[config.mk]
export PLATFORM = sky130hd
export DESIGN_NAME = cdhs_div
export DESIGN_NICKNAME = d
export VERILOG_FILES = /design/src/hdl/cdhs_pkg.sv /design/src/hdl/cdhs_div.sv
export SDC_FILE = /design/constraint.sdc
export NUM_CORES = 2
export LEC_CHECK = 0
export BUFFER_PORTS_ARGS = -buffer_cell sky130_fd_sc_hd__buf_2
export CAP_MARGIN = 20
export CORE_AREA = 2 2 419 421
export CTS_BUF_LIST = sky130_fd_sc_hd__clkbuf_16
export CTS_CLUSTER_SIZE = 30
export DETAILED_ROUTE_END_ITERATION = 16
export DIE_AREA = 0 0 421 423
export PLACE_DENSITY = 0.57
export REMOVE_ABC_BUFFERS = 1
export SYNTH_ARGS = -nofsm -noshare
export SYNTH_HDL_FRONTEND = slang
export SYNTH_SLANG_ARGS = --single-unit
[constraint.sdc]
create_clock -name clk -period 9.9 [get_ports clk]
set_clock_uncertainty 0.15 [all_clocks]
set_input_delay 1.485 -clock clk [delete_from_list [all_inputs] [get_ports clk]]
set_output_delay 1.485 -clock clk [all_outputs]
set_load 0.01 [all_outputs]
[src/hdl/cdhs_pkg.sv]
// Shared constants, word types and coefficient tables for the concentric
// disk to cosine hemisphere sampler. No dependencies.
package cdhs_pkg;

  // Field widths
  localparam int SEED_BITS     = 16;
  localparam int OUT_FRAC_BITS = 15;

  // Internal fixed-point fraction bits
  localparam int QF = 30;
  localparam logic [QF:0]   QONE   = (QF+1)'(1) << QF;
  localparam logic [QF-1:0] PI_4_Q = QF'(843314857);

  // Horner steps with a true constant divide (the final cos step halves)
  localparam int TRIG_STEPS = 4;
  // Reciprocals ceil(2^(QF+sh)/k), exact floor division for values below 2^QF
  localparam logic [30:0] SIN_RECIP [TRIG_STEPS] =
    '{31'd1908874354, 31'd1636178018, 31'd1717986919, 31'd1431655766}; // 72 42 20 6
  localparam int SIN_SH [TRIG_STEPS] = '{7, 6, 5, 3};
  localparam logic [30:0] COS_RECIP [TRIG_STEPS] =
    '{31'd1527099484, 31'd1227133514, 31'd1145324613, 31'd1431655766}; // 90 56 30 12
  localparam int COS_SH [TRIG_STEPS] = '{7, 6, 5, 4};

  // Unit latencies in register stages
  localparam int DIV_LAT  = QF + 1;
  localparam int TRIG_LAT = 2*TRIG_STEPS + 2;
  localparam int SQRT_LAT = QF + 1;

  typedef struct packed {
    logic [SEED_BITS-1:0] seed_u;
    logic [SEED_BITS-1:0] seed_v;
  } in_word_t;

  typedef struct packed {
    logic signed [OUT_FRAC_BITS:0] dir_x;
    logic signed [OUT_FRAC_BITS:0] dir_y;
    logic [OUT_FRAC_BITS-1:0]      dir_z;
  } out_word_t;

endpackage

[src/hdl/cdhs_div.sv]
// Pipelined restoring divider: (minor << QF) / major, one quotient bit a stage.
// Depends on cdhs_pkg.
module cdhs_div import cdhs_pkg::*; (
  input  logic               clk,
  input  logic               en,
  input  logic [SEED_BITS:0] minor,
  input  logic [SEED_BITS:0] major,
  output logic [QF:0]        quo
);

  localparam int RW = SEED_BITS + 1;

  logic [RW-1:0] rem_r  [DIV_LAT];
  logic [RW-1:0] den_r  [DIV_LAT];
  logic          zero_r [DIV_LAT];
  logic [QF:0]   quo_r  [DIV_LAT];

  for (genvar k = 0; k < DIV_LAT; k++) begin : g_step
    logic [RW:0]   part;
    logic [RW:0]   diff;
    logic [RW-1:0] den_in;
    logic          zero_in;
    logic [QF:0]   quo_in;
    logic          qbit;

    // first stage sees the minor itself, later ones the shifted remainder
    if (k == 0) begin : g_first
      assign part    = {1'b0, minor};
      assign den_in  = major;
      assign zero_in = (major == '0);
      assign quo_in  = '0;
    end else begin : g_next
      assign part    = {rem_r[k-1], 1'b0};
      assign den_in  = den_r[k-1];
      assign zero_in = zero_r[k-1];
      assign quo_in  = quo_r[k-1];
    end

    assign diff = part - {1'b0, den_in};
    assign qbit = (part >= {1'b0, den_in});

    always_ff @(posedge clk) begin
      if (en) begin
        rem_r[k]  <= qbit ? diff[RW-1:0] : part[RW-1:0];
        den_r[k]  <= den_in;
        zero_r[k] <= zero_in;
        quo_r[k]  <= {quo_in[QF-1:0], qbit};
      end
    end
  end

  // zero major means the exact centre: ratio is taken as zero
  assign quo = zero_r[DIV_LAT-1] ? '0 : quo_r[DIV_LAT-1];

endmodule

[After elaboration in Yosys (flattened, before gate mapping)]
Memories as Yosys holds them, arrays and structs flattened.
Index checks and enable logic that the tools add are counted.
Operators by class
  $add $sub $neg: 31
  multipliers: 0
  divide/modulo/power cells: 0
  magnitude comparators: 31
  equality and inequality tests: 0
  shift operators: 0
  muxes and demuxes: 34
  bitwise logic cells: 0
  reductions and logical operators: 1
Operators with widths (count)
  >= comparator 18 x 17 -> 1 bit: 30
  two-way mux 17 bit: 31
  subtractor 17 bit: 31
  two-way mux 31 bit: 1
  >= comparator 17 bit: 1
  logical NOT 17 bit: 1
  two-way mux 1 bit: 2
Storage, ports and cells
  register bits: 0
  latch bits: 0
  bits in writable memories: 2046
  bits in read-only memories: 0
  output and inout port bits: 31
  logic and storage cells: 101
  memories kept: 4
Memories
  quo_r: words 31, width 31, rd ports 31, clocked after memory_dff 0, write ports 31, line cdhs_div.sv:16  | logic [QF:0] quo_r [DIV_LAT];
  den_r: words 31, width 17, rd ports 30, clocked after memory_dff 0, write ports 31, line cdhs_div.sv:14  | logic [RW-1:0] den_r [DIV_LAT];
  rem_r: words 31, width 17, rd ports 30, clocked after memory_dff 0, write ports 31, line cdhs_div.sv:13  | logic [RW-1:0] rem_r [DIV_LAT];
  zero_r: words 31, width 1, rd ports 31, clocked after memory_dff 0, write ports 31, line cdhs_div.sv:15  | logic zero_r [DIV_LAT];

[Logic depth before layout (Yosys ltp)]
An unclocked memory read counts as a cell.
  word-level depth: 3
  gate-level depth with buffers: 12
  gate-level depth less buffers: 11

[Worst setup path after synthesis]
Ideal clock, no wire load.
  kind: input to register
  start: input major[3]
  end: memory rem_r[0][11] (netlist name), data pin
  arrival time: 3.699 ns
  required time: 9.490 ns
  setup slack: 5.791 ns
  stages: 10
  cells stage by stage: inv_1 -> ha_1 -> nand3_1 -> o21bai_1 -> a21oi_1 -> o2111ai_1 -> o2bb2ai_1 -> nor2_1 -> buf_2 -> mux2_2
RTL lines
  from (decl): line cdhs_div.sv:7  | input logic [SEED_BITS:0] major,
  to (decl): line cdhs_div.sv:13

==> out/summary.txt <==
Number of global-route vias before repair - 44900
Fillcell total - 15000
Worst-skew pair later-pin latency - 0.79 ns
Pleak - 33.9 nW
Max VDD drop - 0.167 mV
Dpl hpwl - 104000 µm
Status - finished, final reports clean
Antenna viol nets, final - 0
Post-synth EDFFs - 1547
Pins over their slew limit - 0
Std cell rows - 153
Gp weighted congestion - 0.854
Period utilization - 0.397
Yosys reg bits - 1547
Gr usage total - 0.166
Yosys cell types - 88
Clock Sinks - 1547
Avg Inst Size Synth - 12.8 µm²
Total CTS buffers - 170
Area growth syn-to-layout - 11.4%
CP Max Fanout - 30
M1 wire length - 69600 µm
Cell taking the most area after synthesis - edfxtp_1
Commonest cells post-synth - edfxtp_1 (1547), inv_1 (655), ha_1 (526)
Initial antenna violation count - 0
Count leader, synth - edfxtp_1
Height of the die - 423 µm
First-pass iteration count of the detailed router - 8
DR WL met2 - 70100 µm
DRT Wirelength - 149000 µm
Iter 0 DRT Violations - 3212
Via density per instance - 5.27
Asr flop ratio synth - 0
Complex-gate fraction of the synthesized area - 0.113
WP data arrival - 4.31 ns
R2R Setup Slk - 5.97 ns
Simple-Gate Fraction of Synth Area - 0.0723
Required @ worst endpoint - 10.28 ns
Width of the die - 421 µm
Top cell type's share of synthesized area - 0.598
Post-CTS Resized - 0
Synth area leaders - edfxtp_1 (60%), ha_1 (8.5%), mux2_2 (4.0%)
Post-CTS Hold Fix Bufs - 0
Critical path endpoint category - register
Hold crit path type - register to register
Initial Util - 0.448
CTS Buffer Depth - 3
Fmax achieved - 0.254 GHz
Measured slew at the worst slew-check pin - 1.07 ns
Top FF cell, synth - edfxtp_1
Critical path type - register to register
Layout cells sized above 1 - 0.110
Max_cap viols - 0
Pwr/cell area - 314 nW/µm²
DRC viols - 0
# setup viols final - 0
Synthesized instance count - 6047
XOR/XNOR share of the synthesized area - 0.0421
RSZ-0062 raised after global routing - false
Yosys warnings - 0
Depth of the CTS H-tree - 4
Worst-path clk slew - 0.06 ns
Met3 Wirelength - 6150 µm
Sequential share of the synthesized area - 0.598
Gr ovfl total - 0
Die ar. - 178000 µm²
Via count - 45800
CTS root buf - clkbuf_16
CTS tree - done
Mapped cell area - 77600 µm²
Crit start category - register
NumNets Final - 6824
Mux share of post-synthesis cell area - 0.0450
Largest net degree at the start of global routing - 185
Highest routed layer - met4
Port-buffer cells - 66
Largest family of logic cells by synthesized area - compound AO/OA/AOI/OAI gates
Total negative slack - 0 ns
Finished Core Util - 0.499
Slew HR - 0.283
Final hold viol count - 0
Tmin final - 3.93 ns
Post-CTS Setup Repair Bufs - 0
First-pass GRT wire length - 241000 µm
Adder-cell share of the synthesized area - 0.0925
Drt wl/cell - 17.1 µm
Io pins - 67
CORE AREA - 173000 µm²
## through the flow
stage | setup WS (ns) | hold WS (ns) | area (µm²) | total power, mW | instances
6_report | 5.97 | 0.247 | 86400 | 27.1 | 8696
5_1_grt | 5.73 | 0.255 | 86400 | 29.1 | 8695
4_1_cts | 5.83 | 0.250 | 86400 | 27.4 | 8692
3_5_place_dp | 5.59 | 0.255 | 80900 | 21.0 | 8382
3_3_place_gp | 5.54 | 0.250 | 80900 | 20.8 | 8382
2_1_floorplan | 5.31 | 0.250 | 77300 | 18.4 | 5961
## worst max-delay path: stages (launching register included)
cell	delay, ns
edfxtp_1	0.39
ha_1	0.39
nor2b_1	0.18
o31a_1	0.29
o311ai_2	0.43
nand2b_1	0.13
o31a_1	0.34
or4_1	0.93
mux2_2	0.44
## flip-flops by register name, indices dropped and copies added (netlist names)
name,cells
zero_r,31
quo_r,496
den_r,510
rem_r,510
## layer usage
layer | up-vias | track usage
li1 | 22800 | -
met1 | 22000 | 0.230
met2 | 808 | 0.273
met3 | 213 | 0.0280
met4 | 0 | 0.0408
met5 | - | 0
## power breakdown
group          switching (mW)  internal [mW]
sequential              0.822           9.39
clock                    2.59           3.66
combinational            5.69           5.00
## layout make-up
cell class	count	area (µm²)	share of cell area
well taps	2325	2910	0.0337
repair buffers	99	699	0.00809
diodes	1	2.50	0.0000289
multi-input cells	3759	28400	0.328
inverters	655	2460	0.0284
flip-flops and latches	1547	46500	0.537
clock inverters	136	1170	0.0135
clock buffers	174	4350	0.0504
## cell usage in the layout (no fill, tap or decap), types with 19 or more instances in the layout
| cell | count |
|---|---|
| a211o_1 | 19 |
| a211oi_1 | 46 |
| a21o_1 | 127 |
| a21oi_1 | 394 |
| a31oi_1 | 64 |
| and2_1 | 34 |
| and3_1 | 35 |
| buf_2 | 65 |
| buf_4 | 23 |
| clkbuf_16 | 174 |
| clkinv_1 | 32 |
| clkinv_2 | 35 |
| edfxtp_1 | 1547 |
| fa_1 | 30 |
| ha_1 | 526 |
| inv_1 | 678 |
| mux2_2 | 279 |
| mux2i_1 | 25 |
| nand2_1 | 256 |
| nand2b_1 | 64 |
| nand3_1 | 81 |
| nand4_1 | 39 |
| nor2_1 | 322 |
| nor2b_1 | 126 |
| nor3_1 | 71 |
| o211ai_1 | 22 |
| o21a_1 | 97 |
| o21ai_0 | 339 |
| o31a_1 | 46 |
| o31ai_1 | 34 |
| or2_2 | 26 |
| or3_1 | 28 |
| xnor2_1 | 240 |
| xor2_1 | 133 |
## final timing paths
path                               startpoint            end  cells past startpoint
worst max-delay path             rem_r[12][1]  rem_r[12][21]                      8
worst min-delay path            quo_r[0][477]   quo_r[1][13]                      0
worst max register to register   rem_r[12][1]  rem_r[12][21]                      8
worst min register to register  quo_r[0][477]   quo_r[1][13]                      0
## kinds of logic after synthesis
kind of cell	after synthesis
multiplexers	311
AO/OA/AOI/OAI	1378
AND/OR/NAND/NOR	1141
flip-flops	1547
buffers and inverters	741
adder cells (fa/ha/maj)	556
XOR/XNOR	373
(Power assumes the default switching activity.)
