**src/hdl/cdhs_pkg.sv**
```systemverilog
// Shared constants, word types and coefficient tables for the concentric
// disk to cosine hemisphere sampler. No dependencies.
package cdhs_pkg;

  // Field widths
  localparam int SEED_BITS     = 16;
  localparam int OUT_FRAC_BITS = 15;

  // Internal fixed-point fraction bits
  localparam int QF = 30;
  localparam logic [QF:0]   QONE   = (QF+1)'(1) << QF;
  localparam logic [QF-1:0] PI_4_Q = QF'(843314857);

  // Horner steps with a true constant divide (the final cos step halves)
  localparam int TRIG_STEPS = 4;
  // Reciprocals ceil(2^(QF+sh)/k), exact floor division for values below 2^QF
  localparam logic [30:0] SIN_RECIP [TRIG_STEPS] =
    '{31'd1908874354, 31'd1636178018, 31'd1717986919, 31'd1431655766}; // 72 42 20 6
  localparam int SIN_SH [TRIG_STEPS] = '{7, 6, 5, 3};
  localparam logic [30:0] COS_RECIP [TRIG_STEPS] =
    '{31'd1527099484, 31'd1227133514, 31'd1145324613, 31'd1431655766}; // 90 56 30 12
  localparam int COS_SH [TRIG_STEPS] = '{7, 6, 5, 4};

  // Unit latencies in register stages
  localparam int DIV_LAT  = QF + 1;
  localparam int TRIG_LAT = 2*TRIG_STEPS + 2;
  localparam int SQRT_LAT = QF + 1;

  typedef struct packed {
    logic [SEED_BITS-1:0] seed_u;
    logic [SEED_BITS-1:0] seed_v;
  } in_word_t;

  typedef struct packed {
    logic signed [OUT_FRAC_BITS:0] dir_x;
    logic signed [OUT_FRAC_BITS:0] dir_y;
    logic [OUT_FRAC_BITS-1:0]      dir_z;
  } out_word_t;

endpackage

```
**src/hdl/cdhs_sqrt.sv**
```systemverilog
// Pipelined integer square root, one result bit a stage, floor result.
// Depends on cdhs_pkg.
module cdhs_sqrt import cdhs_pkg::*; (
  input  logic            clk,
  input  logic            en,
  input  logic [2*QF:0]   rad,
  output logic [QF:0]     root
);

  localparam int NW = 2*QF + 1;

  logic [NW-1:0] rad_r [SQRT_LAT];
  logic [NW-1:0] res_r [SQRT_LAT];

  for (genvar k = 0; k < SQRT_LAT; k++) begin : g_step
    localparam int I = QF - k;
    logic [NW-1:0] n_in;
    logic [NW-1:0] r_in;
    logic [NW:0]   trial;
    logic [NW:0]   bitv;
    logic          take;

    if (k == 0) begin : g_first
      assign n_in = rad;
      assign r_in = '0;
    end else begin : g_next
      assign n_in = rad_r[k-1];
      assign r_in = res_r[k-1];
    end

    assign bitv  = (NW+1)'(1) << (2*I);
    assign trial = {1'b0, r_in} + bitv;
    assign take  = ({1'b0, n_in} >= trial);

    always_ff @(posedge clk) begin
      if (en) begin
        rad_r[k] <= take ? (n_in - trial[NW-1:0]) : n_in;
        res_r[k] <= take ? ((r_in >> 1) + bitv[NW-1:0]) : (r_in >> 1);
      end
    end
  end

  assign root = res_r[SQRT_LAT-1][QF:0];

endmodule

```
**config.mk**
```make
export PLATFORM = sky130hd
export DESIGN_NAME = cdhs_sqrt
export DESIGN_NICKNAME = d
export VERILOG_FILES = /design/src/hdl/cdhs_pkg.sv /design/src/hdl/cdhs_sqrt.sv
export SDC_FILE = /design/constraint.sdc
export NUM_CORES = 2
export LEC_CHECK = 0
export BUFFER_PORTS_ARGS = -buffer_cell sky130_fd_sc_hd__buf_2
export CELL_PAD_IN_SITES_DETAIL_PLACEMENT = 2
export CELL_PAD_IN_SITES_GLOBAL_PLACEMENT = 2
export CORE_ASPECT_RATIO = 0.7
export CORE_MARGIN = 2
export CORE_UTILIZATION = 49
export CTS_CLUSTER_DIAMETER = 80
export CTS_CLUSTER_SIZE = 8
export DETAILED_ROUTE_END_ITERATION = 8
export GPL_TIMING_DRIVEN = 0
export PLACE_DENSITY = 0.95
export SYNTH_ARGS = -nofsm -noshare
export SYNTH_HDL_FRONTEND = slang
export SYNTH_SLANG_ARGS = --single-unit
export TNS_END_PERCENT = 50
```
**constraint.sdc**
```tcl
create_clock -name clk -period 9.9 [get_ports clk]
set_clock_uncertainty 0.2 [all_clocks]
set_input_delay 0 -clock clk [delete_from_list [all_inputs] [get_ports clk]]
set_output_delay 0 -clock clk [all_outputs]
set_load 0.005 [all_outputs]
```
==> impl_results.md, run 1 <==
- Detail Placement HPWL: 394000 um
- Die Ht: 403 um
- Sink Count: 2326
- Syn_area_per_cell: 12.6 um^2
- Most common cell in the synthesized netlist: edfxtp_1
- GPL Wtd Cong: 0.965
- Initial Util: 0.493
- Synth Flop Type: edfxtp_1
- Yosys cell types: 97
- Largest net degree at the start of global routing: 195
- Status: aborted with a tool error
- Register area share after synthesis: 0.627
- Yosys Warn Count: 0
- Cell taking the most area after synthesis: edfxtp_1
- Num rows: 146
- Post-synthesis compound-gate area fraction: 0.0933
- Ys async rst share: 0
- Tool error: [ERROR GRT-0232] Routing congestion too high. Check the congestion heatmap in the GUI.
- Io pins: 94
- Total Routing Usage GR: 0.721
- Die Wd: 574 um
- Placed cell areas: 116000 um^2
- Area share of fa/ha/maj cells after synthesis: 0.0589
- Mapped Area: 111000 um^2
- Number of synthesized flops with an enable pin: 2326
- Clk buf depth: 4
- Grt total ovfl: 183
- CTS Root Cell: clkbuf_16
- Synthesized flop and latch total: 2326
- Synth Area in Simple Gates: 0.122
- Buffers on Ports: 92
- Largest family of logic cells by synthesized area: simple AND/OR/NAND/NOR gates
- Mapped Cells: 8849
- Failed at: global routing
- Xor/xnor share of the synthesized area: 0.0624
- Synth top area share: 0.627
- Area contributors post-synth: edfxtp_1, ha_1, xor2_1, xnor2_1, a21oi_1
- Net Count, Synth: 9436
- Post-synthesis mux area share: 0.00841
- Cts bufs inserted: 333
- CTS H-Tree Depth: 5
- Synth top cells by count: edfxtp_1, inv_1, nor2_1, a21oi_1, nand2_1
==> what timing repair did <==
item,in CTS
buffers inserted,0
resized for setup,0
endpoints found under the setup margin,0
endpoints found under the hold margin,223
hold buffers,123
==> through the flow <==
step,setup WS [ns],instances,utilization
2_1_floorplan,6.24,8849,-
3_3_place_gp,-26.68,12000,0.511
3_5_place_dp,2.89,12000,0.513
4_1_cts,2.43,12500,0.558
==> routing by layer <==
metal | track usage | GRT overflow
met1 | 0.704 | 0
met2 | 0.872 | 84
met3 | 0.597 | 2
met4 | 0.714 | 96
met5 | 0.400 | 1
==> kinds of logic after synthesis <==
family | after synthesis
and+or+nand+nor | 2603
other | 1
DFF | 2326
muxes | 84
adders and majority gates | 524
xor gates and xnor gates | 793
AOI/OAI and AO/OA | 1685
buffers and inverters | 833
==> run 2, diff against run 1 <==
==> config.mk (replaced) <==
export PLATFORM = sky130hd
export DESIGN_NAME = cdhs_sqrt
export DESIGN_NICKNAME = d
export VERILOG_FILES = /design/src/hdl/cdhs_pkg.sv /design/src/hdl/cdhs_sqrt.sv
export SDC_FILE = /design/constraint.sdc
export NUM_CORES = 2
export LEC_CHECK = 0
export BUFFER_PORTS_ARGS = -buffer_cell sky130_fd_sc_hd__buf_2
export CORE_MARGIN = 2
export CORE_UTILIZATION = 40
export DETAILED_ROUTE_END_ITERATION = 8
export GPL_TIMING_DRIVEN = 0
export PLACE_DENSITY_LB_ADDON = 0.15
export SYNTH_ARGS = -nofsm -noshare
export SYNTH_HDL_FRONTEND = slang
export SYNTH_SLANG_ARGS = --single-unit
export TNS_END_PERCENT = 50
==> impl_results.md, run 2 <==
- Post-synthesis compound-gate area fraction: 0.0933
- Final setup fails: 0
- Synth top area share: 0.627
- Sink Count: 2326
- Period utilisation layout: 0.593
- Min-delay worst type: input pin to flop
- Num rows: 193
- Multi-input gate area: 38400 um^2
- Mapped Cells: 8849
- Xor/xnor share of the synthesized area: 0.0624
- Yosys cell types: 97
- Reg2reg start: res_r[1][624]
- Number of synthesized flops with an enable pin: 2326
- Io pins: 94
- Vias in the first global route: 70400
- CTS Root Cell: clkbuf_16
- Ys async rst share: 0
- Fmax: 170 MHz
- Mapped Area: 111000 um^2
- Net Count, Synth: 9436
- CTS H-Tree Depth: 5
- Synth Flop Type: edfxtp_1
- Synth Area in Simple Gates: 0.122
- Die Wd: 532 um
- Final Cell Area: 127000 um^2
- Crit. End Element: flop
- Storage element area: 69800 um^2
- Register area share after synthesis: 0.627
- Biggest register: rad_r
- First-pass GRT wire length: 431000 um
- Status: finished, violations left
- Synth top cells by count: edfxtp_1, inv_1, nor2_1, a21oi_1, nand2_1
- Final Hold Vio Count: 0
- Failing checks: capacitance limit
- Post-CTS Setup Bufs: 0
- Total Routing Usage GR: 0.196
- Initial antenna violation count: 16
- NumNets Final: 9938
- Placed cell areas: 117000 um^2
- Cts bufs inserted: 266
- RSZ-0062 raised after global routing: no
- Headroom to the max-slew limit: 0.0126
- Slew @ Worst Pin: 1.47 ns
- GPL Wtd Cong: 0.882
- Post-synthesis mux area share: 0.00841
- Clock Latency Late Sink: 0.88 ns
- Critical path required time: 10.21 ns
- Initial Util: 0.403
- Cell taking the most area after synthesis: edfxtp_1
- Yosys Warn Count: 0
- Reg clk slew, reported paths: 0.06 ns
- Most common cell after layout, fill and taps aside: edfxtp_1
- Share of layout cells above drive strength 1: 0.0685
- Biggest regs: rad_r x1830, res_r x496
- Crit path from: res_r[1][624]
- Worst hold start: rad[44]
- Startpoint class of the critical path: flop
- Synthesized flop and latch total: 2326
- Most common cell in the synthesized netlist: edfxtp_1
- Maximum vdd ir drop: 0.152 mV
- Area contributors post-synth: edfxtp_1, ha_1, xor2_1, xnor2_1, a21oi_1
- Max-cap check violation count: 1
- Routed wire length: 284000 um
- Buffers on Ports: 92
- ANT nets after route: 0
- Grt total ovfl: 0
- Area Overhead vs Synth: 13.7%
- Total Neg Setup Slack: 0 ns
- Max-slew violations: 0
- PD cells: 234 nW/um^2
- DRC errors left: 0
- Arrival @ worst endpoint: 6.18 ns
- Leak pwr: 46.8 nW
- Max reg flops: 1830
- CP Class: flop to flop
- Fillers: 25000
- Area share of fa/ha/maj cells after synthesis: 0.0589
- DR vias/cell: 5.38
- CTS tree: built
- Detail Placement HPWL: 214000 um
- Total number of vias: 71400
- Die Ht: 532 um
- Largest family of logic cells by synthesized area: simple AND/OR/NAND/NOR gates
- First-iteration detailed-routing DRC count: 6040
- Clk buf depth: 4
- Wire per inst: 21.4 um
- Most frequent cells in the layout: edfxtp_1, inv_1, nor2_1
- Die footprint: 283000 um^2
- Core ar.: 277000 um^2
- Drt first pass iters: 6
- Largest net degree at the start of global routing: 187
- Syn_area_per_cell: 12.6 um^2
- Critical Path Fanout Max: 10
- Tmin final: 5.87 ns
run 2: logic make-up after synthesis:
kind of cell,after synthesis
AO/OA/AOI/OAI,1685
XOR/XNOR,793
adder cells (fa/ha/maj),524
buffers and inverters,833
flip-flops,2326
multiplexers,84
other,1
AND/OR/NAND/NOR,2603
run 2: per-stage QoR:
stage | total power [mW] | worst slack [ns] | hold WS [ns] | std cells | util
4_1_cts | 29.9 | 4.05 | 0.0651 | 13300 | 0.458
5_1_grt | 31.1 | 3.97 | 0.113 | 13300 | 0.458
3_5_place_dp | 20.1 | 4.08 | -0.0219 | 12700 | 0.423
2_1_floorplan | 17.9 | 6.24 | -0.101 | 8849 | -
3_3_place_gp | 20.8 | -28.05 | -0.0239 | 12600 | 0.421
6_report | 29.6 | 4.03 | 0.156 | 13300 | 0.458
run 2: worst paths after layout:
check	endpoint	slack, ns	cells after the start
max	rad_r[1][704]	4.03	12
min	rad_r[0][44]	0.16	3
max reg2reg	rad_r[1][704]	4.03	12
min reg2reg	rad_r[1][431]	0.19	0
run 2: worst max-delay path, cell delays in order (launching register included):
cell and delay [ns]:
edfxtp_1 0.37, inv_1 0.06, ha_1 0.26, clkbuf_1 0.29, nand4_1 0.44, nor4_1 0.71
nand4_1 0.28, o21ai_0 1.18, nor2_1 0.52, clkbuf_1 0.50, buf_1 0.42, nand2_1 0.14
o21ai_0 0.16
run 2: where the power goes:
group | switching, mW | internal [mW]
logic | 3.80 | 2.57
clock network | 4.00 | 5.56
registers | 1.07 | 12.6
run 2: area by class of cell:
| type | instances | share of cell area |
|---|---|---|
| timing repair buffer | 234 | 0.0168 |
| clock buffer | 325 | 0.0560 |
| tap | 3705 | 0.0366 |
| multi-input combinational | 5690 | 0.303 |
| buffer | 189 | 0.00595 |
| sequential | 2326 | 0.551 |
| inverter | 644 | 0.0191 |
| antenna | 3 | 0.0000593 |
| clock inverter | 153 | 0.0106 |
run 2: what timing repair did:
| item | in CTS | in global routing |
|---|---|---|
| hold buffers | 125 | 0 |
| endpoints found under the hold margin | 411 | 0 |
| resized for setup | 0 | 0 |
run 2: layer usage:
layer / wire length [um] / vias to the layer above / GRT usage
li1: - / 34300 / -
met1: 132000 / 35200 / 0.276
met2: 134000 / 1587 / 0.322
met3: 12400 / 377 / 0.0246
met4: 5840 / 2 / 0.0435
met5: 13 / - / 0
No activity file was read; power rests on OpenSTA's default activity.
